<file path="config.mk">
export PLATFORM = sky130hd
export DESIGN_NAME = mmn_front
export DESIGN_NICKNAME = d
export VERILOG_FILES = /design/src/sv/mmn_pkg.sv /design/src/sv/mmn_front.sv
export SDC_FILE = /design/constraint.sdc
export NUM_CORES = 1
export LEC_CHECK = 0
export BUFFER_PORTS_ARGS = -buffer_cell sky130_fd_sc_hd__buf_4
export CAP_MARGIN = 5
export CORE_UTILIZATION = 45
export DETAILED_ROUTE_END_ITERATION = 10
export HOLD_SLACK_MARGIN = 0.12
export PLACE_DENSITY_LB_ADDON = 0.05
export SLEW_MARGIN = 0
export SYNTH_ARGS = -nofsm -noshare
export SYNTH_HDL_FRONTEND = slang
export SYNTH_SLANG_ARGS = --single-unit
</file>
<file path="constraint.sdc">
create_clock -name clk -period 7.3 [get_ports clk]
set_clock_uncertainty 0.05 [all_clocks]
set_input_delay 0.365 -clock clk [delete_from_list [all_inputs] [get_ports clk]]
set_output_delay 0.365 -clock clk [all_outputs]
set_load 0.005 [all_outputs]
</file>
<file path="src/sv/mmn_pkg.sv">
`default_nettype none

package mmn_pkg;

  localparam int MAX_ELEMENTS_DEF = 64;
  // Count width covers the whole parameter range (1..64) including the full count.
  localparam int CNT_W = 7;
  localparam int DATA_W = 32;
  // One quotient bit for the integer part plus sixteen fraction bits.
  localparam int QUO_W = 17;
  localparam int DIV_STEPS = QUO_W;
  localparam int STEP_W = 5;
  localparam int JOB_DEPTH = 2;

  typedef struct packed {
    logic signed [DATA_W-1:0] sample;
    logic                     last;
  } in_item_t;

  typedef struct packed {
    logic signed [DATA_W-1:0] result_value;
    logic                     passed_through;
    logic                     run_end;
  } result_t;

  typedef struct packed {
    logic                     bank;
    logic [CNT_W-1:0]         count;
    logic signed [DATA_W-1:0] min_val;
    logic [DATA_W-1:0]        span;
  } job_t;

  typedef enum logic [2:0] {
    BK_IDLE,
    BK_FETCH,
    BK_LOAD,
    BK_DIV,
    BK_PUT
  } back_state_t;

endpackage

`default_nettype wire

</file>
<file path="src/sv/mmn_front.sv">
`default_nettype none

module mmn_front
  import mmn_pkg::*;
#(
  parameter int MAX_ELEMENTS = MAX_ELEMENTS_DEF,
  parameter int ADDR_W = 6
) (
  input  wire logic                clk,
  input  wire logic                rst,
  input  wire logic                push,
  input  wire in_item_t            item,
  input  wire logic                job_full,
  output logic                     wr_en,
  output logic [ADDR_W:0]          wr_addr,
  output logic signed [DATA_W-1:0] wr_data,
  output logic                     job_push,
  output job_t                     job
);

  localparam logic [CNT_W-1:0] MaxCount = CNT_W'(MAX_ELEMENTS);

  logic [CNT_W-1:0]         fill_count;
  logic signed [DATA_W-1:0] run_min;
  logic signed [DATA_W-1:0] run_max;
  logic                     bank;

  logic                     accept;
  logic                     has_room;
  logic                     first;
  logic signed [DATA_W-1:0] min_next;
  logic signed [DATA_W-1:0] max_next;
  logic [CNT_W-1:0]         count_next;

  assign accept   = push && !job_full;
  assign has_room = (fill_count < MaxCount);
  assign first    = (fill_count == '0);

  // Samples past capacity are dropped and leave min and max alone.
  always_comb begin
    min_next   = run_min;
    max_next   = run_max;
    count_next = fill_count;
    if (has_room) begin
      count_next = fill_count + CNT_W'(1);
      if (first || item.sample < run_min) begin
        min_next = item.sample;
      end
      if (first || item.sample > run_max) begin
        max_next = item.sample;
      end
    end
  end

  assign wr_en   = accept && has_room;
  assign wr_addr = {bank, fill_count[ADDR_W-1:0]};
  assign wr_data = item.sample;

  assign job_push    = accept && item.last;
  assign job.bank    = bank;
  assign job.count   = count_next;
  assign job.min_val = min_next;
  assign job.span    = DATA_W'(max_next - min_next);

  always_ff @(posedge clk) begin
    if (rst) begin
      fill_count <= '0;
      run_min    <= '0;
      run_max    <= '0;
      bank       <= 1'b0;
    end else if (accept) begin
      if (item.last) begin
        fill_count <= '0;
        run_min    <= '0;
        run_max    <= '0;
        bank       <= ~bank;
      end else begin
        fill_count <= count_next;
        run_min    <= min_next;
        run_max    <= max_next;
      end
    end
  end

endmodule

`default_nettype wire

</file>
Yosys cells after proc, flatten, opt, wreduce, memory -nomap -nowiden
Index checks and enable logic that the tools add are counted.
{"block": "classes", "n_addsub": 2, "multipliers": 0, "n_div": 0, "magnitude_cmp": 3, "n_eq_ne": 0, "shift": 0, "muxes": 8, "n_bitwise": 1, "n_reduce_logical": 8}
{"operator": "32-bit two-way mux", "count": 6}
{"operator": "32-bit greater-than comparator", "count": 1}
{"operator": "32-bit < comparator", "count": 1}
{"operator": "32-bit subtractor", "count": 1}
{"operator": "7-bit two-way mux", "count": 2}
{"operator": "7-bit by 1-bit adder with 7-bit output, second input constant", "count": 1}
{"operator": "7-bit logical NOT", "count": 1}
{"operator": "7-bit < comparator, second input constant", "count": 1}
{"operator": "1-bit logical AND", "count": 3}
{"operator": "1-bit logical OR", "count": 2}
{"operator": "2-bit AND reduction", "count": 1}
{"operator": "1-bit logical NOT", "count": 1}
{"operator": "1-bit NOT", "count": 1}
{"block": "word_totals", "register_bits": 72, "latch_bits": 0, "ram_bits": 0, "rom_bits": 0, "inputBits": 37, "wordCells": 26, "mem_count": 0}

Longest topological paths before layout
{"block": "logic_depth", "ltp_word": 5, "depth_mapped": 27, "depth_no_buf": 26}

Least setup slack after synthesis
Ideal clock, no wire load.
{"block": "synth_path", "path_kind": "input to output", "start": "input item[24] in the netlist's numbering", "end": "output job[31] in the netlist's numbering", "arrival_time_ns": 5.213, "required_time_ns": 6.885, "setup_slack_ns": 1.672, "path_stages": 26, "n_path_buf": 3, "path_cell_list": "ha_1 nand3_2 nor4_4 nand2_2 a311oi_2 o31a_1 buf_4 clkbuf_1 clkbuf_1 nand2_1 o21ai_0 ha_1 a21o_1 a21o_1 a21o_1 a21o_1 a21o_1 a21oi_1 o21bai_1 a21o_1 a21oi_1 o21ai_0 nand4_1 o41ai_2 o41ai_1 xnor2_1"}
{"element": "start: declaration", "line_no": "mmn_front.sv:12", "text": "input wire in_item_t item,"}
{"element": "end: declaration", "line_no": "mmn_front.sv:18", "text": "output job_t job"}

==> impl_results.md <==
* Row count at 46
* Share of cells above drive strength 1 at 18.5%
* WL final at 20,600 um
* Post-synthesis cell count at 1,000
* Cts repair resizes at 0
* Critical Path Sink Type: output port
* DR iter-0 viols at 445
* First-pass DRT Iterations at 5
* EDFF count, synth at 0
* Final worst path period share at 90.6%
* Post-CTS repair timing setup buffer count at 0
* Total congestion overflow at 0
* Synth Cell Area at 7300 um2
* Initial Util at a little under half
* Num Clock Sinks at 72
* Post-route setup TNS at 0 ns
* Final setup margin at 0.687 ns
* Register area share after synthesis at 19.7%
* Vias post-DR at 7,239
* CP Max Fanout at 20
* Avg Cell Area, Syn at 7.30 um2
* # DRC at 0
* Relative slew slack at 42.5%
* Worst EP arrival at a little over 6 ns
* Pre-CTS setup slack at 0.909 ns
* Worst-Skew Late Latency at 0.35 ns
* # setup viols final at 0
* Leak pwr at 3.78 nW
* Total I/O pin count at 150
* Die area at 16,700 um2
* CTS Buf Count at 9
* Worst stage delay on the critical path at about 0.40 ns
* CP dominant cell by count: a21o_1
* IO buf count at 149
* Last weighted congestion value of the routability-driven placer at 0.906
* RSZ-0062 raised after global routing: no
* Syn Nets at 1,128
* CP max stage cell: nor4_1
* YS warnings at 0
* Final HPWL DP at 15,400 um
* Top_reg_cell synth: dfxtp_1
* Global-route wire length before repair at 32,500 um
* Fin. Hold Viols at 0
* Area growth from synthesis to layout at 18.0%
* Slew of the pin with the lowest slew margin at approximately 0.86 ns
* Core footprint at 15,900 um2
* Fin util at a little over half
* Maximum VDD drop at 0.0879 mV
* Crit path launch type: register
* Share of synthesized registers carrying an async set or reset at 0%
* CP required at 6.88 ns
* Clock transition at the registers of the reported paths at 0.06 ns
* Outcome: completed
* Nets@finish at 1,212
* Filler instances at 1,633
* Die Wd at 129 um
* Fin crit period at 6.61 ns
* Clock tree buffer depth at 2
* Hold slack at 0.280 ns
* H-tree depth at 3
* GRT Total Usage at 24.7%
* Pwr/cell area at 166 nW/um2
* Clock root cell: clkbuf_16
* Vias in the first global route at between 6,000 and 7,000
* Final Max Slew Viols at 0
* HP Class: primary input to register
* Setup CP Type: register to output port
* Vias per cell at 5.55
* Initial antenna violation count at 0
* Pwr Total at roughly 1.4 mW
* Routed wire per std cell at 15.8 um
* DRT antenna net count at 0
* Fmax at between 150 and 200 MHz
* Antenna Cells at 0
* #FFs+latches synth at 72
* Die H at 129 um
* CTS tree: yes
* Hold Buf Count CTS at 0
* Pin count of the biggest net entering global routing at 73
* Synth unique cells at 76
* Max-Cap Viols at 0
## path summary, 6_finish.rpt
check                           slack (ns)  cells after the start           to   startpoint
worst min-delay path                  0.28                      3   run_max[6]      item[7]
worst max register to register        3.80                     12  run_min[31]  run_min[31]
worst max-delay path                  0.69                     26      job[31]  run_min[13]
worst min register to register        0.44                      2   run_max[2]   run_max[2]
## placed cells by master, fill, tap and decap left out, types with 7 or more instances in the layout
cell	Yosys	final
nand2_1	89	89
a31oi_1	9	9
o21bai_1	7	7
buf_4	41	155
o21ai_0	74	74
nor2_1	102	100
xnor2_1	27	27
a21o_1	22	22
ha_1	91	91
xor2_1	9	9
a21oi_1	60	60
nand4_1	15	15
dfxtp_1	72	72
clkbuf_16	0	9
nor2b_1	8	8
nor3_1	15	15
nand3_1	24	24
inv_1	110	110
a22oi_1	68	68
## state kept, by name, indices dropped and copies added, names as in the netlist
signal / cells
bank: 1
fill_count: 7
run_min: 32
run_max: 32
## worst max-delay path, delay by kind of cell (launching register included)
| family | cells | cell delay [ns] |
|---|---|---|
| AO/OA/AOI/OAI | 16 | 3.51 |
| XOR/XNOR | 1 | 0.17 |
| adder cells (fa/ha/maj) | 2 | 0.67 |
| buffers and inverters | 3 | 0.29 |
| flip-flops | 1 | 0.35 |
| AND/OR/NAND/NOR | 4 | 0.86 |
## layout make-up
type	count	area, um2	share of cell area [%]
sequential	72	1440	16.7
timing repair buffer	155	1160	13.5
inverter	110	413	4.79
clock buffer	9	225	2.62
multi-input combinational	736	5000	58.1
clock inverter	7	96.3	1.12
tap	216	270	3.14
## cells in the mapped netlist (7+ instances only)
| master | number | share of area, % |
|---|---|---|
| a21oi_1 | 60 | 4.1 |
| nor3_1 | 15 | 1.0 |
| ha_1 | 91 | 16 |
| a21o_1 | 22 | 2.3 |
| nor2b_1 | 8 | 0.69 |
| nand3_1 | 24 | 1.6 |
| nor2_1 | 102 | 5.2 |
| a31oi_1 | 9 | 0.77 |
| xnor2_1 | 27 | 3.2 |
| xor2_1 | 9 | 1.1 |
| o21bai_1 | 7 | 0.72 |
| a22oi_1 | 68 | 7.0 |
| inv_1 | 110 | 5.7 |
| clkbuf_1 | 40 | 2.1 |
| nand4_1 | 15 | 1.3 |
| o21ai_0 | 74 | 5.1 |
| nand2_1 | 89 | 4.6 |
| buf_4 | 41 | 4.2 |
| nand2b_1 | 7 | 0.60 |
| dfxtp_1 | 72 | 20 |
## kinds of logic (layout without fill, tap and decap cells)
group / Yosys count / after routing / synth area share, %
multiplexers: 9 / 9 / 1.30
flip-flops: 72 / 72 / 19.7
XOR/XNOR: 36 / 36 / 4.32
AND/OR/NAND/NOR: 288 / 288 / 18.0
adder cells (fa/ha/maj): 94 / 94 / 16.0
buffers and inverters: 192 / 281 / 12.0
AO/OA/AOI/OAI: 309 / 309 / 28.6
## where the power goes
part / leakage [nW] / total [mW] / switching (mW) / internal (mW)
Clock: 0.148 / 0.488 / 0.189 / 0.299
Sequential: 0.584 / 0.412 / 0.00732 / 0.404
Combinational: 3.05 / 0.534 / 0.285 / 0.249
Total: 3.78 / 1.43 / 0.481 / 0.953
## through the flow
| step | cells | area [um2] |
|---|---|---|
| floorplan | 1000 | 7300 |
| global placement | 1289 | 8290 |
| detailed placement | 1289 | 8290 |
| CTS | 1305 | 8610 |
| global route | 1305 | 8610 |
| finish | 1305 | 8610 |
## metal layers
layer  up-vias  GRT usage [%]  wire length, um  share of wire, %
met5         -              0                0                 0
met1      3309           34.9            10100                49
li1       3699              -                -                 -
met2       209           39.1             9220                45
met4         0           8.17              338               1.6
met3        22           2.73              896               4.4
(Power assumes the default switching activity.)
