===== src/sv/mmn_pkg.sv =====
`default_nettype none

package mmn_pkg;

  localparam int MAX_ELEMENTS_DEF = 64;
  // Count width covers the whole parameter range (1..64) including the full count.
  localparam int CNT_W = 7;
  localparam int DATA_W = 32;
  // One quotient bit for the integer part plus sixteen fraction bits.
  localparam int QUO_W = 17;
  localparam int DIV_STEPS = QUO_W;
  localparam int STEP_W = 5;
  localparam int JOB_DEPTH = 2;

  typedef struct packed {
    logic signed [DATA_W-1:0] sample;
    logic                     last;
  } in_item_t;

  typedef struct packed {
    logic signed [DATA_W-1:0] result_value;
    logic                     passed_through;
    logic                     run_end;
  } result_t;

  typedef struct packed {
    logic                     bank;
    logic [CNT_W-1:0]         count;
    logic signed [DATA_W-1:0] min_val;
    logic [DATA_W-1:0]        span;
  } job_t;

  typedef enum logic [2:0] {
    BK_IDLE,
    BK_FETCH,
    BK_LOAD,
    BK_DIV,
    BK_PUT
  } back_state_t;

endpackage

`default_nettype wire


===== src/sv/mmn_job_fifo.sv =====
`default_nettype none

module mmn_job_fifo
  import mmn_pkg::*;
(
  input  wire logic clk,
  input  wire logic rst,
  input  wire logic wr_en,
  input  wire job_t wr_job,
  output logic      job_full,
  input  wire logic rd_en,
  output job_t      rd_job,
  output logic      job_empty
);

  job_t       slots [JOB_DEPTH];
  logic       wr_ptr;
  logic       rd_ptr;
  logic [1:0] used;

  assign job_full  = (used == 2'(JOB_DEPTH));
  assign job_empty = (used == 2'd0);
  assign rd_job    = slots[rd_ptr];

  always_ff @(posedge clk) begin
    if (wr_en) begin
      slots[wr_ptr] <= wr_job;
    end
  end

  always_ff @(posedge clk) begin
    if (rst) begin
      wr_ptr <= 1'b0;
      rd_ptr <= 1'b0;
      used   <= 2'd0;
    end else begin
      if (wr_en) begin
        wr_ptr <= ~wr_ptr;
      end
      if (rd_en) begin
        rd_ptr <= ~rd_ptr;
      end
      if (wr_en && !rd_en) begin
        used <= used + 2'd1;
      end else if (rd_en && !wr_en) begin
        used <= used - 2'd1;
      end
    end
  end

endmodule

`default_nettype wire


===== config.mk =====
export PLATFORM = sky130hd
export DESIGN_NAME = mmn_job_fifo
export DESIGN_NICKNAME = d
export VERILOG_FILES = /design/src/sv/mmn_pkg.sv /design/src/sv/mmn_job_fifo.sv
export SDC_FILE = /design/constraint.sdc
export NUM_CORES = 1
export LEC_CHECK = 0
export BUFFER_PORTS_ARGS = -buffer_cell sky130_fd_sc_hd__buf_2
export CAP_MARGIN = 25
export CORE_MARGIN = 1
export CORE_UTILIZATION = 52
export DETAILED_ROUTE_END_ITERATION = 10
export PLACE_DENSITY_LB_ADDON = 0.3
export SLEW_MARGIN = 25
export SYNTH_ARGS = -nofsm -noshare
export SYNTH_HDL_FRONTEND = slang
export SYNTH_SLANG_ARGS = --single-unit

===== constraint.sdc =====
create_clock -name clk -period 4.45 [get_ports clk]
set_clock_uncertainty 0.05 [all_clocks]
set_input_delay 0 -clock clk [delete_from_list [all_inputs] [get_ports clk]]
set_output_delay 0 -clock clk [all_outputs]
set_load 0.05 [all_outputs]

## Word-level counts from Yosys, hierarchy flattened

Memories as Yosys holds them, arrays and structs flattened. A register that Yosys moved wholly into a read port is not among the register bits.
Index checks and enable logic that the tools add are counted.

| storage, ports and cells | value |
|---|---|
| register bits | 4 |
| memory bits (writable) | 144 |
| input bits | 76 |
| output and inout bits | 74 |
| logic and storage cells | 21 |
| memories | 1 |

Memories:

| memory | words | bits a word | read ports | clocked after memory_dff | wr ports | line | text |
|---|---|---|---|---|---|---|---|
| slots | 2 | 72 | 1 | 1 | 1 | mmn_job_fifo.sv:16 | `job_t slots [JOB_DEPTH];` |

| operators by class | value |
|---|---|
| add/subtract/negate cells | 2 |
| eq/ne operators | 1 |
| mux-type cells | 6 |
| bitwise gates (word level) | 2 |
| reduce and logical (&&, ||, !) cells | 6 |

Operators by type and width:

| kind | count |
|---|---|
| $mux 1 | 4 |
| $mux 2 | 2 |
| $add 2x1->2 const B | 1 |
| $eq 2x2->1 const B | 1 |
| $logic_and 1x1->1 | 2 |
| $logic_not 1->1 | 2 |
| $logic_not 2->1 | 1 |
| $not 1->1 | 2 |
| $reduce_bool 2->1 | 1 |
| $sub 2x1->2 const B | 1 |

## Longest topological paths before layout

Gate-level depths: netlist (run 1).

| logic depth | value |
|---|---|
| depth after elaboration | 4 |
| mapped depth | 5 |
| mapped depth without buffers | 5 |

## Least setup slack after synthesis (run 1)

No wires, ideal clock.

| path | value |
|---|---|
| kind | register to register |
| start point | reg wr_ptr |
| end point | mem slots[0][0] in the netlist's numbering, enable pin |
| setup time | 0.511 ns |
| arrival | 3.525 ns |
| data required time | 3.889 ns |
| setup slack | 0.364 ns |
| stages on the path, launching flop included | 2 |
| buffers on the path | 0 |
| period minus slack after synthesis | 4.086 ns |
| cells stage by stage | dfxtp_1 nor2b_1 |

RTL lines:

| what | line | text |
|---|---|---|
| start, declared | mmn_job_fifo.sv:17 | `logic wr_ptr;` |
| start signal, assigned | mmn_job_fifo.sv:38 | `wr_ptr <= ~wr_ptr;` |
| end, declared | mmn_job_fifo.sv:16 |  |

No word-level cell before the write port.

==> qor.yml, run 1 <==
status: "completed"
rr_worst_depth: 2
numCtsBuffers: 17
syn_inst: 246
r2r-start: "wr_ptr$_SDFFE_PP0P_"
hold_class: "input port to register"
ios: 150
setup_ws_ns: 2.219
antenna_found_initial: 0
dpl.hpwl_um: 5623
endpoint_kind: "output pin"
cp-start-kind: "register"
port_buffers: 149
reg2reg_setup_slack_ns: 2.32
synthMostInstantiatedCell: "edfxtp_1"
cts_tree: "done"
syn_to_final_growth_pct: 40.65
grt_remaining_overflow: 0
nFillCells: 576
whs_path_depth: 2
synth_top_area_share_pct: 79.65
synthArstFlopShare_pct: 0
synth_common_cells: "edfxtp_1 (144), mux2_2 (72), buf_6 (7), dfxtp_1 (5), nor2_1 (5)"
cp_max_fo: 72
clock.fmax_mhz: 448.3
grt_max_degree: 73
start_util_pct: 54.54
route.vias.total: 3029
worstPathRequired_ns: 4.40
fin_area_um2: 7636
final_antenna_net_count: 0
insertion_delay_ns: 0.51
final_util_pct: 76.71
holdWs_ns: 0.1623
finalCritPeriodShare_pct: 50.13
postCtsSetupBuffers: 0
finalSetupTns_ns: 0
cap_violations: 0
arrival_ns: 2.18
cts_root_buf: "clkbuf_8"
vdd_drop_max_mv: 0.2825
finalSetupViolCount: 0
ys_seq_area_share_pct: 81.49
fin_nets: 560
ys.flop_type: "edfxtp_1"
placed_area_um2: 6276
clock_path_buffers: 2
gp_congestion: 0.6867
avgViaCountPerCell: 4.816
clk_pin_slew_ns: 0.06
wl_per_cell_um: 16.37
yosysWarnings: 0
r2r_end: "slots[0][67]$_DFFE_PP_"
yosys-top-cells-area: "edfxtp_1 (80%), mux2_2 (15%), dfxtp_1 (1.8%), buf_6 (1.5%), nor2_1 (0.35%)"
rows: 36
dieHeight_um: 104.2
p_leak_nw: 2.909
avgSynthCellArea_um2: 22.07
cp-endpoint: "rd_job[18]"
routed_wl_um: 10300
core_region_area_um2: 9955
power_density_nw_per_um2: 482.4
ys_ff_latch: 149
slew_headroom_pct: 33.61
dieArea_um2: 10850
clock_sinks: 149
worst_slew_pin_slew_ns: 0.9958
synthesis.nets: 323
rsz0062_at_grt: "no"
layout-drive-gt1-share_pct: 51.61
maxSlewViolCount: 0
synth-edff-count: 144
synth_area_um2: 5429
drc: 0
grt_pass1_wl_um: 15980
path_class: "register to output pin"
dp_slack_ns: 2.317
grt.total_usage_pct: 19.87
dieWidth_um: 104.2
first_iter_violations: 117
synthDistinctLibCells: 16
grt_pass1_vias: 3212
hold_viol: 0
htreeDepth: 4
yosysTopAreaCell: "edfxtp_1"
ctsResizeCount: 0
diodes: 0
drt_first_pass_iters: 4
layout_min_cycle_time_ns: 2.231
-- power by group --
part           switching, mW  leakage, nW  internal [mW]
Combinational          0.394         1.24          0.198
Sequential            0.0466         1.39           1.64
Clock                  0.523        0.277          0.885
-- area by class of cell --
| cell class | count | area [um2] | area share [%] |
|---|---|---|---|
| clock buffers | 21 | 449.2 | 5.882 |
| clock inverters | 11 | 150.1 | 1.966 |
| inverters | 1 | 3.754 | 0.04916 |
| multi-input cells | 88 | 924.6 | 12.11 |
| flip-flops and latches | 149 | 4428 | 57.99 |
| well taps | 133 | 166.4 | 2.179 |
| repair buffers | 226 | 1514 | 19.83 |
-- metrics by stage --
stage / power [mW] / instances
after global routing: 3.811 / 629
after detailed placement: 2.250 / 521
after global placement: 2.239 / 521
final: 3.684 / 629
after CTS: 3.712 / 629
after floorplan: 2.122 / 246
-- flip-flops by register name, summed over array words and instances (netlist names), named ones only --
signal	count
used	2
slots	144
wr_ptr	1
rd_ptr	1
-- routing by layer --
metal  GRT usage (%)  part of all wire, %  up-vias
met5               0                    0        -
met4           8.367                 0.79        0
met3           6.516                  7.1        7
met2           33.38                   52      117
met1           23.55                   40     1463
li1                -                    -     1442
-- placed cells by master (no fill, tap or decap), types with 2 or more instances in the layout --
cell type,n
buf_2,149
nor2_1,5
clkbuf_16,16
clkbuf_8,3
mux2_2,72
clkinvlp_4,5
xor2_1,2
dlygate4sd3_1,76
bufinv_16,3
clkbuf_1,2
xnor2_1,2
dfxtp_1,4
edfxtp_1,144
-- cells by family (layout without fill, tap and decap cells) --
logic type / Yosys count / in the layout / share of synthesized area, %
xor+xnor: 4 / 4 / 0.6454
flops: 149 / 149 / 81.49
buf+inv: 9 / 259 / 1.659
simple gates: 9 / 9 / 0.8530
fa+ha+maj: 1 / 1 / 0.2304
mux: 72 / 72 / 14.93
compound gates: 2 / 2 / 0.1842
-- worst min path at each step --
stage,from,to
global placement,wr_job[35],slots[1][35]$_DFFE_PP_
CTS,wr_job[69],slots[1][69]$_DFFE_PP_
detailed placement,wr_job[56],slots[1][56]$_DFFE_PP_
finish,wr_job[71],slots[0][71]$_DFFE_PP_
floorplan,rst,used[1]$_SDFFE_PP0P_
global route,wr_job[68],slots[1][68]$_DFFE_PP_
-- repair_timing --
| item | 4_1_cts | 5_1_grt |
|---|---|---|
| endpoints found under the setup margin | 0 | 0 |
| hold buffers | 76 | 0 |
| endpoints found under the hold margin | 149 | 0 |
-- critical path, stage by stage, from the launching register on --
cell and delay [ns]:
dfxtp_4 0.96, mux2_2 0.44, buf_2 0.22
No activity file was read; power rests on OpenSTA's default activity.
==> run 2, diff against run 1 <==
- CORE_UTILIZATION: 52 -> 47
- clock period: 4.45 -> 1.8 ns (I/O delays scaled with it)
==> run 2 against run 1 <==
Compared with the run above: clock-buffer cell count down 2; non-clock buffer count up 6; worst hold slack worse by 0.073 ns; global-route usage down 1.7 points; critical path depth is 1 higher; final area increased by 0.44%; sequential power is 140% higher; total power grew 140%; setup slack got worse by 2.1 ns; via count up 1.5%; largest power group unchanged.
==> qor.yml, run 2 (synthesis results as in run 1) <==
holdWs_ns: 0.08895  # -0.07330 ns
slew_headroom_pct: 74.81  # +41 points
htreeDepth: 4  # unchanged
arrival_ns: 1.66  # -0.52 ns
port_buffers: 149  # unchanged
crit_path_top_delay_cell: "mux2_2"
status: "completed"
clock_sinks: 149  # unchanged
final_util_pct: 69.53  # -7.2 points
worstPathRequired_ns: 1.75  # -2.65 ns
grt.total_usage_pct: 18.16  # -1.7 points
clk_pin_slew_ns: 0.06  # about the same
placed_cells: 535  # +2.7%
power_density_nw_per_um2: 1171  # +140%
grt_pass1_wl_um: 15640  # -2.2%
endpoint_kind: "output pin"
avgViaCountPerCell: 4.790  # -0.54%
syn_to_final_growth_pct: 41.28
cp-start-kind: "register"
start_util_pct: 49.22  # -5.3 points
diodes: 0  # unchanged
vdd_drop_max_mv: 0.7695  # +170%
postCtsSetupBuffers: 0  # unchanged
grt_pass1_vias: 3253  # +1.3%
r2r-start: "wr_ptr$_SDFFE_PP0P_"
cp-endpoint: "rd_job[27]"
layoutNonFillerInstCount: 642  # +2.1%
numCtsBuffers: 17  # unchanged
p_leak_nw: 2.935  # +0.87%
rows: 38  # +5.6%
hold_viol: 0  # unchanged
wl_per_cell_um: 16.13  # -1.5%
layout_min_cycle_time_ns: 1.713
drc: 0  # unchanged
most-common-layout-cells: "buf_2 (149), edfxtp_1 (144), dlygate4sd3_1 (75)"
ctsResizeCount: 0  # unchanged
insertion_delay_ns: 0.40  # -0.11 ns
core_region_area_um2: 11030  # +11%
cp_max_fo: 24  # -67%
maxSlewViolCount: 0  # unchanged
antenna_found_initial: 0  # unchanged
gp_congestion: 0.7172  # +4.4%
dieWidth_um: 109.5  # +5.1%
dpl.hpwl_um: 6300  # +12%
clock.fmax_mhz: 583.7
finalCritPeriodShare_pct: 95.18
first_iter_violations: 107  # -8.5%
cts_root_buf: "clkbuf_16"
cap_violations: 0  # unchanged
slowest_delay_ns: 0.39  # -0.57 ns
regMostFlops: "slots"
path_class: "register to output pin"
ios: 150  # unchanged
final_common_cell: "buf_2"
rr_worst_depth: 3  # +1
cts-hold-fix-buffers: 75  # -1.3%
clock_path_buffers: 2  # unchanged
worst_slew_pin_slew_ns: 0.3779  # -0.6179 ns
routed_wl_um: 10360  # +0.57%
grt_max_degree: 49  # -33%
path_cells: "buf_4 -> mux2_2 -> buf_2"
drt_first_pass_iters: 4  # unchanged
rsz0062_at_grt: "no"
dieHeight_um: 109.5  # +5.1%
grt_remaining_overflow: 0  # unchanged
largest_register_ffs: 144  # unchanged
final_antenna_net_count: 0  # unchanged
hold_class: "input port to register"
finalSetupViolCount: 0  # unchanged
cts_tree: "done"
route.vias.total: 3075  # +1.5%
layout-drive-gt1-share_pct: 52.39  # +0.78 points
reg2reg_setup_slack_ns: 0.52  # -1.80 ns
largestRegisters: "slots (144), used (2)"
fin_nets: 566  # +1.1%
r2r_end: "wr_ptr$_SDFFE_PP0P_"
dieArea_um2: 11980  # +10%
-- run 2: worst min path at each step --
stage                     from                      to  slack, ns  cells after the start
floorplan                  rst     wr_ptr$_SDFFE_PP0P_       0.01                      1
global placement    wr_job[54]  slots[1][54]$_DFFE_PP_       0.14                      1
detailed placement  wr_job[17]  slots[1][17]$_DFFE_PP_       0.14                      1
CTS                      wr_en    used[1]$_SDFFE_PP0P_       0.07                      4
global route             wr_en    used[1]$_SDFFE_PP0P_       0.13                      4
finish                   wr_en    used[1]$_SDFFE_PP0P_       0.09                      4
-- run 2: area by class of cell --
type | instances | area, um2
fill | 750 | 3361
tap | 140 | 175.2
timing repair buffer | 232 | 1569
multi-input combinational | 88 | 924.6
sequential | 149 | 4429
inverter | 1 | 3.754
clock buffer | 19 | 432.9
clock inverter | 13 | 135.1
-- run 2: report_power, final --
group | switching, mW | internal (mW) | total, mW
Combinational | 1.03 | 0.508 | 1.54
Clock | 1.31 | 2.03 | 3.34
Sequential | 0.0564 | 4.05 | 4.10
Total | 2.40 | 6.59 | 8.98
-- run 2: stage by stage --
step	TNS [ns]	cell area (um2)	power, mW	worst slack, ns
after global placement	0	6351	5.562	0.5017
after CTS	0	7670	9.068	0.06044
final	0	7670	8.985	0.08670
after floorplan	-4.984	5439	5.237	-0.06923
after detailed placement	0	6351	5.591	0.5031
after global routing	0	7670	9.301	0.03012
-- run 2: routing by layer --
layer  vias up  track usage, %  part of all wire, %
met1      1489           21.59                   42
met5         -               0                    0
met4         0           7.714                 0.93
li1       1461               -                    -
met2       118           30.41                   51
met3         7           5.868                  6.4
-- run 2: critical path, delay by kind of cell, from the launching register on --
kind / cells / cell delay [ns]
mux: 1 / 0.39
flops: 1 / 0.36
buf+inv: 2 / 0.51
