File: src/sv/mmn_pkg.sv
`default_nettype none

package mmn_pkg;

  localparam int MAX_ELEMENTS_DEF = 64;
  // Count width covers the whole parameter range (1..64) including the full count.
  localparam int CNT_W = 7;
  localparam int DATA_W = 32;
  // One quotient bit for the integer part plus sixteen fraction bits.
  localparam int QUO_W = 17;
  localparam int DIV_STEPS = QUO_W;
  localparam int STEP_W = 5;
  localparam int JOB_DEPTH = 2;

  typedef struct packed {
    logic signed [DATA_W-1:0] sample;
    logic                     last;
  } in_item_t;

  typedef struct packed {
    logic signed [DATA_W-1:0] result_value;
    logic                     passed_through;
    logic                     run_end;
  } result_t;

  typedef struct packed {
    logic                     bank;
    logic [CNT_W-1:0]         count;
    logic signed [DATA_W-1:0] min_val;
    logic [DATA_W-1:0]        span;
  } job_t;

  typedef enum logic [2:0] {
    BK_IDLE,
    BK_FETCH,
    BK_LOAD,
    BK_DIV,
    BK_PUT
  } back_state_t;

endpackage

`default_nettype wire

File: src/sv/mmn_back.sv
`default_nettype none

module mmn_back
  import mmn_pkg::*;
#(
  parameter int ADDR_W = 6
) (
  input  wire logic                     clk,
  input  wire logic                     rst,
  input  wire logic                     job_empty,
  input  wire job_t                     job,
  output logic                          job_pop,
  output logic [ADDR_W:0]               rd_addr,
  input  wire logic signed [DATA_W-1:0] rd_data,
  output logic                          empty,
  input  wire logic                     pop,
  output result_t                       result
);

  back_state_t       state;
  back_state_t       state_next;
  logic [CNT_W-1:0]  k;
  logic [DATA_W:0]   rem;
  logic [QUO_W-1:0]  quo;
  logic [STEP_W-1:0] step;
  logic              out_valid;
  result_t           hold;

  logic              passthru;
  logic [DATA_W-1:0] offset;
  logic [DATA_W:0]   trial;
  logic              fits;
  logic              div_done;
  logic              slot_free;
  logic              is_last;
  logic              put;

  assign passthru  = (job.span == '0);
  assign offset    = DATA_W'(rd_data - job.min_val);
  // The first step tests the offset itself; later steps shift in a zero bit.
  assign trial     = (step == '0) ? rem : {rem[DATA_W-1:0], 1'b0};
  assign fits      = (trial >= {1'b0, job.span});
  assign div_done  = (step == STEP_W'(DIV_STEPS - 1));
  assign slot_free = !out_valid || pop;
  assign is_last   = (k == job.count - CNT_W'(1));
  assign rd_addr   = {job.bank, k[ADDR_W-1:0]};

  always_comb begin
    state_next = state;
    case (state)
      BK_IDLE: begin
        if (!job_empty) begin
          state_next = BK_FETCH;
        end
      end
      BK_FETCH: state_next = BK_LOAD;
      BK_LOAD: begin
        state_next = passthru ? BK_PUT : BK_DIV;
      end
      BK_DIV: begin
        if (div_done) begin
          state_next = BK_PUT;
        end
      end
      BK_PUT: begin
        if (slot_free) begin
          state_next = is_last ? BK_IDLE : BK_FETCH;
        end
      end
      default: state_next = BK_IDLE;
    endcase
  end

  always_comb begin
    put     = (state == BK_PUT) && slot_free;
    job_pop = put && is_last;
  end

  always_ff @(posedge clk) begin
    if (rst) begin
      state     <= BK_IDLE;
      k         <= '0;
      out_valid <= 1'b0;
    end else begin
      state <= state_next;
      if (state == BK_IDLE) begin
        k <= '0;
      end else if (put) begin
        k <= k + CNT_W'(1);
      end
      if (put) begin
        out_valid <= 1'b1;
      end else if (pop) begin
        out_valid <= 1'b0;
      end
    end
  end

  always_ff @(posedge clk) begin
    case (state)
      BK_LOAD: begin
        rem  <= {1'b0, offset};
        quo  <= '0;
        step <= '0;
        if (passthru) begin
          quo <= '0;
        end
      end
      BK_DIV: begin
        rem  <= fits ? (trial - {1'b0, job.span}) : trial;
        quo  <= {quo[QUO_W-2:0], fits};
        step <= step + STEP_W'(1);
      end
      default: begin
      end
    endcase
    if (put) begin
      hold.result_value   <= passthru ? rd_data : DATA_W'(quo);
      hold.passed_through <= passthru;
      hold.run_end        <= is_last;
    end
  end

  assign empty  = !out_valid;
  assign result = hold;

endmodule

`default_nettype wire

File: config.mk
export PLATFORM = sky130hd
export DESIGN_NAME = mmn_back
export DESIGN_NICKNAME = d
export VERILOG_FILES = /design/src/sv/mmn_pkg.sv /design/src/sv/mmn_back.sv
export SDC_FILE = /design/constraint.sdc
export NUM_CORES = 1
export LEC_CHECK = 0
export BUFFER_PORTS_ARGS = -buffer_cell sky130_fd_sc_hd__clkbuf_2
export CORE_MARGIN = 4
export CORE_UTILIZATION = 50
export DETAILED_ROUTE_END_ITERATION = 10
export MAX_ROUTING_LAYER = met4
export PLACE_DENSITY_LB_ADDON = 0.3
export SETUP_SLACK_MARGIN = 0.4
export SLEW_MARGIN = 10
export SYNTH_ARGS = -nofsm -noshare
export SYNTH_HDL_FRONTEND = slang
export SYNTH_SLANG_ARGS = --single-unit
File: constraint.sdc
create_clock -name clk -period 10.6 [get_ports clk]
set_input_delay 0.53 -clock clk [delete_from_list [all_inputs] [get_ports clk]]
set_output_delay 0.53 -clock clk [all_outputs]
set_load 0.01 [all_outputs]
# ---- After elaboration in Yosys (flattened, before gate mapping)
# Cells that the tools add are included.
dict set report totals {
  ff_bits 100
  elab_cells 50
}
dict set report classes {
  n_eq_ne 9
  muxes 14
  n_lt_le_gt_ge 1
  add_sub_neg 5
  n_reduce_logical 11
}
# cell count
set op_table {}
lappend op_table {{2-to-1 mux 33 bit} 2}
lappend op_table {{one-hot mux 33 bit (2 select lines)} 1}
lappend op_table {{one-hot mux 17 bit (2 select lines)} 1}
lappend op_table {{>= comparator 33 x 32 -> 1 bit} 1}
lappend op_table {{subtractor 33 x 32 -> 33 bit} 1}
lappend op_table {{zero test 32 bit} 1}
lappend op_table {{subtractor 32 bit} 1}
lappend op_table {{2-to-1 mux 17 bit} 1}
lappend op_table {{one-hot mux 3 bit (5 select lines)} 1}
lappend op_table {{2-to-1 mux 3 bit} 4}
lappend op_table {{one-hot mux 5 bit (2 select lines)} 1}
lappend op_table {{adder 7 x 1 -> 7 bit (second input constant)} 1}
lappend op_table {{equality test 7 bit} 1}
lappend op_table {{subtractor 7 x 1 -> 7 bit (second input constant)} 1}
lappend op_table {{equality test 3 x 2 -> 1 bit (second input constant)} 2}
lappend op_table {{!= test 2 bit (second input constant)} 3}
lappend op_table {{adder 5 x 1 -> 5 bit (second input constant)} 1}
lappend op_table {{equality test 5 bit (second input constant)} 1}
lappend op_table {{zero test 5 bit} 1}
lappend op_table {{nonzero test 2 bit} 2}
lappend op_table {{equality test 3 x 1 -> 1 bit (second input constant)} 1}
lappend op_table {{equality test 3 bit (second input constant)} 1}
lappend op_table {{zero test 3 bit} 1}
lappend op_table {{2-to-1 mux 1 bit} 3}
lappend op_table {{5 further kinds} 6}

# ---- Logic depth before layout (Yosys ltp)
# Gate-level depths: netlist (run 1).
dict set report depth {
  depth_word 5
  mapped_depth 18
}

# ---- Least setup slack after synthesis (run 1)
# OpenSTA, ideal clock, no wires.
dict set report synth_path {
  path_type {register -> register}
  startpoint {register step[0]}
  endpoint {register rem[0] (data pin)}
  slack_ps 6439
  stages_incl_launch_ff 19
  synth_period_minus_slack_ps 4161
  path_buffers 4
  t_arrival_ps 3902
  required_time_ps 10341
  path_cell_list {edfxtp_1 > inv_1 > ha_1 > nor4b_4 > clkbuf_1 > mux2_2 > ha_1 > buf_4 > nand4_1 > or3_4 > nor4_2 > nand4_1 > and3_1 > o21ai_2 > or2_1 > buf_6 > buf_8 > nor2_1 > o31a_1}
}
dict set report synth_between {
  elab_chain_len 5
  word_cells_on_any_way 6
  classes_between {add/sub (1); order compare (1); mux (3); reduce/logical (1)}
}
# item line
set synth_rtl {}
lappend synth_rtl {{from (decl)} mmn_back.sv:25} ;# logic [STEP_W-1:0] step;
lappend synth_rtl {{from (signal assigned)} mmn_back.sv:112} ;# step <= step + STEP_W'(1);
lappend synth_rtl {{zero test 5 bit (*)} mmn_back.sv:41} ;# assign trial = (step == '0) ? rem : {rem[DATA_W-1:0], 1'b0};
lappend synth_rtl {{2-to-1 mux 33 bit (*)} mmn_back.sv:41}
lappend synth_rtl {{subtractor 33 x 32 -> 33 bit / >= comparator 33 x 32 -> 1 bit (equally long branches)} {mmn_back.sv:110, mmn_back.sv:42}}
lappend synth_rtl {{2-to-1 mux 33 bit (*)} mmn_back.sv:110} ;# rem <= fits ? (trial - {1'b0, job.span}) : trial;
lappend synth_rtl {{one-hot mux 33 bit (2 select lines) (*)} mmn_back.sv:100} ;# case (state)
lappend synth_rtl {{to (signal assigned)} mmn_back.sv:102} ;# rem <= {1'b0, offset};
lappend synth_rtl {{to (signal assigned)} mmn_back.sv:110}
lappend synth_rtl {{to (decl)} mmn_back.sv:23} ;# logic [DATA_W:0] rem;
# Mark *: on every way between the ends. The rest lies on a longest branch, timed or not.
# A chain may end at the register's enable or synchronous reset.

# ---- Final worst setup path (run 1)
dict set report layout_path {
  startpoint {register step[0]}
  endpoint {register rem[15] (data pin)}
}
# The elaborated chain is that of the path after synthesis.

==> results.md, run 1 <==
* Outcome: finished, final reports clean
* Post-Syn Area at around 8700 um^2
* Most frequent cells in the layout: 148 x clkbuf_2, 89 x edfxtp_1, 74 x inv_1, 70 x a21oi_1, 67 x ha_1
* Initial antenna violation count at 0
* Max Root-Sink Buffers at 2
* Leakage power at approximately 4.4 nW
* H-tree levels at 3
* Root Buffer: clkbuf_16
* Number of flops mapped to enable cells by yosys at between 80 and 90
* Setup_tns at 0 ns
* RSZ-0062 raised after global routing: no
* Max Slew Vio Count at 0
* First DRT Iteration DRCs at ~670
* Ys Warns at 0
* # rows at 47
* Endpoint class of the critical path: flip-flop
* Die Ht at about 140 um
* Die Wd at around 140 um
* Primary FF master, synth: edfxtp_1
* Vias in the first global route at slightly above 7000
* CP delay by family, top: simple AND/OR/NAND/NOR gates
* Crit path depth at 16
* Post-DP Area at between 9000 and 10000 um^2
* Routability cong. at between 0.9 and 1
* Largest net degree at the start of global routing at 76
* Max-Cap Viols at 0
* Tmin final at 5.215 ns
* Fraction of registers with async set/reset at 0%
* Crit path cell chain: inv_1, ha_1, nor4b_4, buf_4, mux2_2, ha_1, nand4_1, or3_4, nor4_2, nand4_1, and3_1, o21ai_2, or2_1, buf_4, mux2i_1, a21oi_1
* Slowest stage cell, crit path: or2_1
* Buf/Inv on CP at 3
* Syn_area_per_cell at just over 9 um^2
* Clock latency on the worst-skew pair at ~0.34 ns
* Final Cycle Share at 49.20%
* CTS clock-pin slew for the worst setup and hold paths at around 0.07 ns
* Post_cts resized at 0
* Port buffer count at roughly 150
* Grt ovf at 0
* Detailed placement HPWL at between 15 and 20 mm
* Commonest non-fill, non-tap cell in the layout: clkbuf_2
* Vias per cell at around 5.7
* Fillcell total at 1519
* CTS Buf Count at 9
* Ant diodes at 0
* Die area at 19510 um^2
* First-pass GRT wire length at 35.53 mm
* Post-CTS Hold Buffers at 0
* Worst setup path class: flip-flop to flip-flop
* Max IR drop VDD at roughly 0.081 mV
* Fraction of layout cells with a size suffix above 1 at roughly 22%
* WL/cell at approximately 17 um
* Seq/Total Area, Yosys at ~33%
* Post-route ant nets at 0
* Via Count at between 7000 and 8000
* R2R depth at 16
* Clock skew at between 0.01 and 0.015 ns
* Max Fanout on Critical Path at 33
* Net Count, Synth at between 1000 and 1500
* Fmax at approximately 190 MHz
* Post-CTS setup buffer count at 0
* TritonRoute pass-1 iters at 5
* Multi-input combinational cell area at between 5000 and 6000 um^2
* Critical Path RT at between 10 and 15 ns
* Fin area at about 9900 um^2
* CTS sink count at 100
* Top Ports at about 150
* Final Hold Fails at 0
* Core Region at roughly 17000 um^2
* Distinct cells, synth at just over 70
* Headroom to the max-slew limit at about a fifth
* Hold Path Stages at 2
* Critical Path Start: step[0]$_SDFFCE_PN0P_
* Pwr Density at 134.9 nW/um^2
* Sequential cell area at 2893 um^2
* Synth Instances at 932
* CP peak stage delay at about 0.61 ns
* Synthesized flop and latch total at 100
* Layout area overhead at 13.67%
* Startpoint Class: flip-flop
* Worst r2r src: step[0]$_SDFFCE_PN0P_
* GR Util All Layers at 22.60%
* Worst Hold Launch: rst
* Worst Hold Class: input pin to flip-flop
* Post-layout net count at between 1000 and 1500
* Setup violations, final at 0
* Initial Util at ~52%
* Drt drc at 0
* Routed wire length at 21.56 mm
* CTS tree: done
* Slew of the pin with the lowest slew margin at approximately 1.2 ns
* CP arrival at 5.29 ns
-- cells in the mapped netlist (3+ instances only) --
master | number | area share [%]
edfxtp_1 | 89 | 31
inv_1 | 74 | 3.2
a21oi_1 | 70 | 4.0
ha_1 | 67 | 9.7
nor2_1 | 64 | 2.8
nand2_1 | 61 | 2.6
mux2_2 | 48 | 6.2
mux2i_1 | 39 | 4.5
xnor2_1 | 34 | 3.4
o21ai_0 | 33 | 1.9
a21o_1 | 29 | 2.5
xor2_1 | 27 | 2.7
and3_1 | 25 | 1.8
clkbuf_1 | 22 | 0.95
nand3_1 | 22 | 1.3
and2_1 | 20 | 1.4
nor3_1 | 15 | 0.87
o21a_1 | 13 | 1.1
nor2b_1 | 12 | 0.87
a31oi_1 | 11 | 0.79
dfxtp_1 | 11 | 2.5
nor4_1 | 11 | 0.79
o21ai_1 | 11 | 0.63
o211ai_1 | 9 | 0.78
buf_4 | 8 | 0.69
nand2b_1 | 8 | 0.58
o21bai_1 | 7 | 0.61
or3_1 | 7 | 0.51
nand4_1 | 6 | 0.43
o31ai_1 | 6 | 0.52
o31a_1 | 5 | 0.51
a211oi_1 | 4 | 0.35
a21boi_0 | 4 | 0.35
or2_2 | 4 | 0.29
a211o_1 | 3 | 0.30
a2bb2oi_1 | 3 | 0.30
and4_1 | 3 | 0.30
-- per-layer routing --
metal  part of all wire, %  GRT usage [%]  vias up
li1                      -              -     3681
met1                    49          33.35     3373
met2                    43          32.89      263
met3                   7.3          3.842       16
met4                   1.1          4.386        0
met5                     0              -        -
-- sequential cells by signal, indices dropped and copies added, names as in the netlist --
signal and cells:
result 34, rem 33, quo 17, k 7, step 5, state 3
out_valid 1
-- layout make-up --
cell class                 count  area share (%)
multi-input combinational    720           53.76
sequential                   100           29.35
timing repair buffer         154           7.973
inverter                      74           2.818
tap                          220           2.793
clock buffer                   9           2.285
clock inverter                 7           1.016
-- power breakdown --
part	total (mW)	leakage [nW]	switching (mW)	internal, mW
sequential	0.484	0.914	0.0164	0.467
clock	0.354	0.155	0.145	0.209
combinational	0.492	3.37	0.284	0.208
total	1.33	4.44	0.446	0.884
-- kinds of logic after synthesis --
group	share of synthesized area [%]
AND/OR/NAND/NOR	15.83
AO/OA/AOI/OAI	18.05
buffers and inverters	5.729
flip-flops	33.36
multiplexers	10.74
adder cells (fa/ha/maj)	10.13
XOR/XNOR	6.162
-- path summary, 6_finish.rpt --
| check | end | slack, ns |
|---|---|---|
| worst max-delay path | rem[15]$_DFFE_PP_ | 5.38 |
| worst min-delay path | state[1]$_SDFFE_PP0P_ | 0.42 |
| worst max register to register | rem[15]$_DFFE_PP_ | 5.38 |
| worst min register to register | result[18]$_DFFE_PP_ | 0.56 |
-- worst reg2reg max path, cell delays in order, from the launching register on --
cell and delay, ns:
edfxtp_1 0.44, inv_1 0.09, ha_1 0.17, nor4b_4 0.18, buf_4 0.41, mux2_2 0.40, ha_1 0.45, nand4_1 0.18
or3_4 0.41, nor4_2 0.29, nand4_1 0.14, and3_1 0.22, o21ai_2 0.10, or2_1 0.61, buf_4 0.42, mux2i_1 0.32
a21oi_1 0.12
-- stage by stage --
step	std cells	hold slack (ns)	setup slack, ns	utilization (%)	total power [mW]
2_1_floorplan	932	0.4996	6.439	-	0.8576
3_3_place_gp	1268	0.5331	5.625	56.86	0.9687
3_5_place_dp	1268	0.5378	5.493	56.86	0.9738
4_1_cts	1284	0.4042	5.417	58.81	1.330
5_1_grt	1284	0.4380	5.143	58.81	1.413
6_report	1284	0.4161	5.385	58.81	1.330
No activity file was read; power rests on OpenSTA's default activity.
==> run 2, diff against run 1 <==
--- a/config.mk
+++ b/config.mk
@@ -5,6 +5,7 @@
 export SDC_FILE = /design/constraint.sdc
 export NUM_CORES = 1
 export LEC_CHECK = 0
+export ABC_AREA = 1
 export BUFFER_PORTS_ARGS = -buffer_cell sky130_fd_sc_hd__clkbuf_2
 export CORE_MARGIN = 4
 export CORE_UTILIZATION = 50
==> constraint.sdc (replaced) <==
create_clock -name clk -period 4.7 [get_ports clk]
set_input_delay 0.235 -clock clk [delete_from_list [all_inputs] [get_ports clk]]
set_output_delay 0.235 -clock clk [all_outputs]
set_load 0.01 [all_outputs]
==> results.md, run 2 <==
* CTS tree: done
* CTS sink count at 100 (unchanged)
* Layout area overhead at 12.60%
* Final Cycle Share at 82.93% (+34 points)
* Max IR drop VDD at 0.2174 mV (+170%)
* Vias per cell at 5.133 (-10%)
* Seq/Total Area, Yosys at 29.11% (-4.3 points)
* Worst Hold Class: input pin to flip-flop
* Routability cong. at 0.9623 (-0.38%)
* Largest net degree at the start of global routing at 51 (-33%)
* Met3 usage at 2.674% (-1.2 points)
* Net Count, Synth at 1746 (+57%)
* Clock skew at 0.009435 ns (-0.001936 ns)
* Multiplexer share of the synthesized area at 0% (-11 points)
* Total power at 4.395 mW (+230%)
* TritonRoute pass-1 iters at 6 (+1)
* Fin area at 11190 um^2 (+14%)
* Cells after DPL at 1954 (+54%)
* RSZ-0062 raised after global routing: no
* Most common cell in the synthesized netlist: nand2_1
* Complex-gate fraction of the synthesized area at 8.310% (-9.7 points)
* Final Non-Filler Cells at 1970 (+53%)
* GR Util All Layers at 25.86% (+3.3 points)
* Root Buffer: clkbuf_16
* Initial Util at 50.89% (-0.85 points)
* Port buffer count at 148 (unchanged)
* Grt ovf at 0 (unchanged)
* Post_cts resized at 0 (unchanged)
* Synth top area cells: edfxtp_1 27%, nand2_1 20%, inv_1 9.9%
* Tmin final at 3.898 ns (-1.318 ns)
* Post-route ant nets at 0 (unchanged)
* Via Count at 10112 (+38%)
* Ys Warns at 0 (unchanged)
* Core Region at 19530 um^2 (+17%)
* Die Ht at 149.0 um (+6.7%)
* Die area at 22190 um^2 (+14%)
* CTS Buf Count at 9 (unchanged)
* Clock latency on the worst-skew pair at 0.35 ns (about the same)
* Detailed placement HPWL at 23.28 mm (+36%)
* Fmax at 256.6 MHz (+34%)
* Adder-cell share of the synthesized area at 8.839% (-1.3 points)
* Max Slew Vio Count at 0 (unchanged)
* Post-Syn Area at 9937 um^2 (+15%)
* Leakage power at 5.822 nW (+31%)
* Primary FF master, synth: edfxtp_1
* Endpoint class of the critical path: flip-flop
* Drt drc at 0 (unchanged)
* Vias in the first global route at 9582 (+35%)
* Ant diodes at 0 (unchanged)
* Startpoint Class: flip-flop
* Top Ports at 151 (unchanged)
* Die Wd at 149.0 um (+6.7%)
* Setup violations, final at 0 (unchanged)
* Top cell type by total area after synthesis: edfxtp_1
* Pwr Density at 392.8 nW/um^2 (+190%)
* Fraction of registers with async set/reset at 0% (unchanged)
* Max-Cap Viols at 0 (unchanged)
* Setup_tns at 0 ns (unchanged)
* Critical Path RT at 4.81 ns (-5.86 ns)
* Top cells by count, synth: 540 x nand2_1, 262 x inv_1, 149 x nor2_1, 111 x nand3_1, 89 x edfxtp_1
* GR peak layer: met2
* Worst hold margin at 0.1205 ns (-0.2956 ns)
* CP arrival at 4.01 ns (-1.28 ns)
* Largest family of logic cells by synthesized area: simple AND/OR/NAND/NOR gates
* Initial antenna violation count at 0 (unchanged)
* Share of the synthesized area in the top cell type at 26.89% (-3.9 points)
* Outcome: finished, final reports clean
* First DRT Iteration DRCs at 714 (+6.4%)
* Post-CTS Hold Buffers at 0 (unchanged)
* Synthesized flop and latch total at 100 (unchanged)
* Number of flip-flops in the largest register at 34 (unchanged)
* Synth Instances at 1569 (+68%)
* M2 GR Usage at 42.95% (+10 points)
* CTS clock-pin slew for the worst setup and hold paths at 0.07 ns (about the same)
* Final Hold Fails at 0 (unchanged)
* Post-Synth XOR/XNOR Area at 2.820% (-3.3 points)
* Post-DP Area at 10880 um^2 (+14%)
* Number of flops mapped to enable cells by yosys at 89 (unchanged)
* Worst setup path class: flip-flop to flip-flop
* Fraction of layout cells with a size suffix above 1 at 11.79% (-11 points)
* WL/cell at 14.12 um (-16%)
* H-tree levels at 3 (unchanged)
* Most frequent cells in the layout: 540 x nand2_1, 261 x inv_1, 148 x nor2_1, 148 x clkbuf_2, 111 x nand3_1
* Post-layout net count at 1877 (+52%)
* Distinct cells, synth at 37 (-49%)
* # rows at 51 (+8.5%)
* First-pass GRT wire length at 45.30 mm (+27%)
* Max Root-Sink Buffers at 2 (unchanged)
* Post-CTS setup buffer count at 0 (unchanged)
* Simple-Gate Fraction of Synth Area at 38.92% (+23 points)
* Commonest non-fill, non-tap cell in the layout: nand2_1
* Routed wire length at 27.82 mm (+29%)
* Syn_area_per_cell at 6.333 um^2 (-32%)
* Headroom to the max-slew limit at 40.94% (+21 points)
* Slew of the pin with the lowest slew margin at 0.8846 ns (-0.3119 ns)
* Max Fanout on Critical Path at 34 (+3.0%)
* Met1 Track Usage GR at 34.36% (+1.0 points)
==> run 2: changes by cell type in the layout (fill, tap and decap cells not counted), sizes merged, moves of 22 or more <==
cell	change
a21o	-27
mux2i	-39
and3	-22
inv	+193
nand3b	+34
nand2	+480
nand3	+92
nor2	+89
mux2	-48
o21ai	+23
==> run 2: final timing paths <==
check                         from                     end  slack, ns  cells past startpoint
max          step[0]$_SDFFCE_PN0P_       rem[28]$_DFFE_PP_       0.80                     18
min                            rst  out_valid$_SDFFE_PP0P_       0.12                      2
max reg2reg  step[0]$_SDFFCE_PN0P_       rem[28]$_DFFE_PP_       0.80                     18
min reg2reg      k[6]$_SDFFE_PP0P_       k[6]$_SDFFE_PP0P_       0.49                      2
==> run 2: cell type report <==
cell class,count,area (um^2)
fill,1994,8337
multi-input combinational,1169,5854
sequential,100,2893
inverter,264,991.0
timing repair buffer,156,813.3
tap,265,331.6
clock buffer,9,225.2
clock inverter,7,81.33
==> run 2: metrics by stage <==
step | worst slack (ns) | util [%]
after global routing | 0.4584 | 57.30
final | 0.8024 | 57.30
after CTS | 0.8511 | 57.30
after detailed placement | 0.8687 | 55.74
after floorplan | 1.742 | -
after global placement | 1.006 | 55.74
==> run 2: kinds of logic (layout without fill, tap and decap cells) <==
family                     count (synthesis)  in the layout
buffers and inverters                    300            436
adders and majority gates                 69             69
xor gates and xnor gates                  32             32
DFF                                      100            100
AOI/OAI and AO/OA                        158            158
and+or+nand+nor                          910            910
==> run 2: where the power goes <==
part | total (mW) | switching (mW) | internal [mW]
combinational | 2.36 | 1.56 | 0.799
clock | 0.766 | 0.343 | 0.422
sequential | 1.27 | 0.0644 | 1.21
==> run 2: layer usage <==
metal	vias to the layer above	routed length [um]
met5	-	0
met2	293	13090
met3	36	1586
li1	5274	-
met1	4509	12650
met4	0	502
==> run 2: worst max-delay path: stages (launching register included) <==
cell and delay, ns:
edfxtp_1 0.44, inv_1 0.09, ha_1 0.18, nand3_2 0.17, inv_2 0.23, buf_12 0.18
o21ai_0 0.14, ha_1 0.38, nand2_1 0.12, nor2_2 0.18, nand2_1 0.13, nor3_1 0.28
nand2_1 0.10, nand2_1 0.08, a21oi_2 0.05, nand2_2 0.49, nand3_1 0.23, nand2_1 0.12
nand2_1 0.05
==> run 3, diff against run 2 <==
==> constraint.sdc (replaced) <==
create_clock -name clk -period 3.85 [get_ports clk]
set_input_delay 0.1925 -clock clk [delete_from_list [all_inputs] [get_ports clk]]
set_output_delay 0.1925 -clock clk [all_outputs]
set_load 0.01 [all_outputs]
==> results.md, run 3 (synthesis gave the netlist of run 2 again) <==
* Outcome: finished, final reports clean
* Number of flip-flops in the largest register at 34 (unchanged)
* TritonRoute pass-1 iters at 7 (+1)
* Worst Hold Launch: rst
* Tmin final at 3.402 ns (-0.4956 ns)
* R2R depth at 20 (+2)
* Vias in the first global route at 9774 (+2.0%)
* Max Root-Sink Buffers at 2 (unchanged)
* Port buffer count at 148 (unchanged)
* Largest net degree at the start of global routing at 51 (unchanged)
* Endpoint class of the critical path: flip-flop
* Commonest non-fill, non-tap cell in the layout: nand2_1
* Setup violations, final at 0 (unchanged)
* Initial Util at 50.89% (unchanged)
* First DRT Iteration DRCs at 749 (+4.9%)
* Final worst setup slack at 0.4480 ns (-0.3544 ns)
* H-tree levels at 3 (unchanged)
* GR Util All Layers at 26.91% (+1.1 points)
* WL/cell at 15.06 um (+6.7%)
* Multi-input combinational cell area at 5992 um^2 (+2.4%)
* CP arrival at 3.51 ns (-0.50 ns)
* Hold Path Stages at 2 (unchanged)
* Fmax at 293.9 MHz (+15%)
* Crit Reg-Reg Endpoint: rem[30]$_DFFE_PP_
* Root Buffer: clkbuf_16
* Via Count at 10451 (+3.4%)
* Detailed placement HPWL at 23.87 mm (+2.5%)
* Startpoint Class: flip-flop
* Vias per cell at 5.265 (+2.6%)
* Max Fanout on Critical Path at 18 (-47%)
* Die Ht at 149.0 um (unchanged)
* Fraction of layout cells with a size suffix above 1 at 13.37% (+1.6 points)
* Leakage power at 5.912 nW (+1.5%)
* Pre-CTS WS at 0.2874 ns (-0.5813 ns)
* CTS tree: done
* Clock skew at 0.01330 ns (+0.003863 ns)
* CTS Buf Count at 9 (unchanged)
* RSZ-0062 raised after global routing: no
* Die Wd at 149.0 um (unchanged)
* Routability cong. at 0.9639 (+0.17%)
* Headroom to the max-slew limit at 38.92% (-2.0 points)
* Final Hold Fails at 0 (unchanged)
* Post-layout net count at 1893 (+0.85%)
* # rows at 51 (unchanged)
* Clock latency on the worst-skew pair at 0.36 ns (about the same)
* Top Ports at 151 (unchanged)
* Routed wire length at 29.90 mm (+7.5%)
* Post-route ant nets at 0 (unchanged)
* Grt ovf at 0 (unchanged)
* CTS sink count at 100 (unchanged)
* First-pass GRT wire length at 46.75 mm (+3.2%)
* Pwr Density at 492.1 nW/um^2 (+25%)
* Most frequent cells in the layout: 539 x nand2_1, 261 x inv_1, 148 x clkbuf_2, 147 x nor2_1, 110 x nand3_1
* Final Non-Filler Cells at 1985 (+0.76%)
* Layout area overhead at 15.40%
* Max Slew Vio Count at 0 (unchanged)
* Setup_tns at 0 ns (unchanged)
* Post-CTS Hold Buffers at 0 (unchanged)
* Post-layout util at 58.73% (+1.4 points)
* Initial antenna violation count at 0 (unchanged)
* Cells after DPL at 1958 (+0.20%)
* Critical Path RT at 3.96 ns (-0.85 ns)
* Worst r2r src: step[0]$_SDFFCE_PN0P_
* Slew of the pin with the lowest slew margin at 0.9149 ns (+0.03031 ns)
* Die area at 22190 um^2 (unchanged)
* Worst Hold Class: input pin to flip-flop
* CTS clock-pin slew for the worst setup and hold paths at 0.07 ns (about the same)
* Worst reg-to-reg setup slack at 0.45 ns (-0.35 ns)
* Max-Cap Viols at 0 (unchanged)
* Max IR drop VDD at 0.2350 mV (+8.1%)
* Drt drc at 0 (unchanged)
* Worst setup path class: flip-flop to flip-flop
* Fillcell total at 1960 (-1.7%)
* Hold EP: state[2]$_SDFFE_PP0P_
* Ant diodes at 0 (unchanged)
* Core Region at 19530 um^2 (unchanged)
* Final Cycle Share at 88.36% (+5.4 points)
* Sequential cell area at 2893 um^2 (unchanged)
run 3: cell count changes in the layout (fill, tap and decap cells not counted), sizes merged:
cell	delta
buf	+14
clkbuf	+1
clkinv	+2
inv	-3
nand3	+1
run 3: worst max-delay path: stages (launching register included):
cell,delay (ns)
edfxtp_1,0.42
inv_1,0.12
ha_4,0.18
nand3_4,0.13
inv_4,0.12
buf_6,0.17
nand2_1,0.11
ha_1,0.23
fa_1,0.41
inv_1,0.13
nand3_1,0.09
nand3_2,0.12
nand2_1,0.07
nand2_1,0.14
nand2_1,0.10
nand2_1,0.17
nand2_1,0.10
nand3_1,0.09
nand3_1,0.10
nand2_1,0.09
nand2_1,0.05
run 3: where the power goes:
group | internal, mW | switching (mW) | total [mW]
sequential | 1.48 | 0.0796 | 1.56
clock | 0.502 | 0.411 | 0.913
combinational | 1.11 | 2.06 | 3.17
run 3: layer usage:
layer | part of all wire (%) | track usage, %
met5 | 0 | -
met2 | 47 | 43.38
met4 | 2.6 | 8.558
met3 | 6.1 | 3.373
met1 | 44 | 35.51
run 3: worst max path at each step:
stage,from,to,slack [ns],cells after the start
6_report,step[0]$_SDFFCE_PN0P_,rem[30]$_DFFE_PP_,0.45,20
5_1_grt,step[0]$_SDFFCE_PN0P_,rem[25]$_DFFE_PP_,0.34,19
4_1_cts,step[1]$_SDFFCE_PN0P_,rem[30]$_DFFE_PP_,0.42,20
3_5_place_dp,step[0]$_SDFFCE_PN0P_,rem[30]$_DFFE_PP_,0.29,19
3_3_place_gp,step[0]$_SDFFCE_PN0P_,rem[30]$_DFFE_PP_,0.40,19
2_1_floorplan,step[0]$_SDFFCE_PN0P_,rem[30]$_DFFE_PP_,0.89,20
run 3: stage by stage:
step	hold slack [ns]	power, mW	instance area (um^2)
after global placement	0.3851	4.467	10930
after detailed placement	0.3851	4.495	10930
after global routing	0.07803	6.114	11470
after floorplan	0.2616	3.721	9937
after CTS	0.06826	5.434	11240
final	0.07149	5.643	11470
run 3: area by class of cell:
type / count / area share, %
inverter: 264 / 8.663
clock buffer: 9 / 1.964
timing repair buffer: 171 / 8.434
sequential: 100 / 25.23
clock inverter: 6 / 0.5674
tap: 265 / 2.891
multi-input combinational: 1170 / 52.25
run 3: what timing repair did:
| action | CTS | global route |
|---|---|---|
| gates cloned | 0 | 2 |
| resized for setup | 3 | 36 |
| setup endpoints to repair | 34 | 34 |
| buffers inserted | 2 | 8 |
| pin swaps | 1 | 9 |
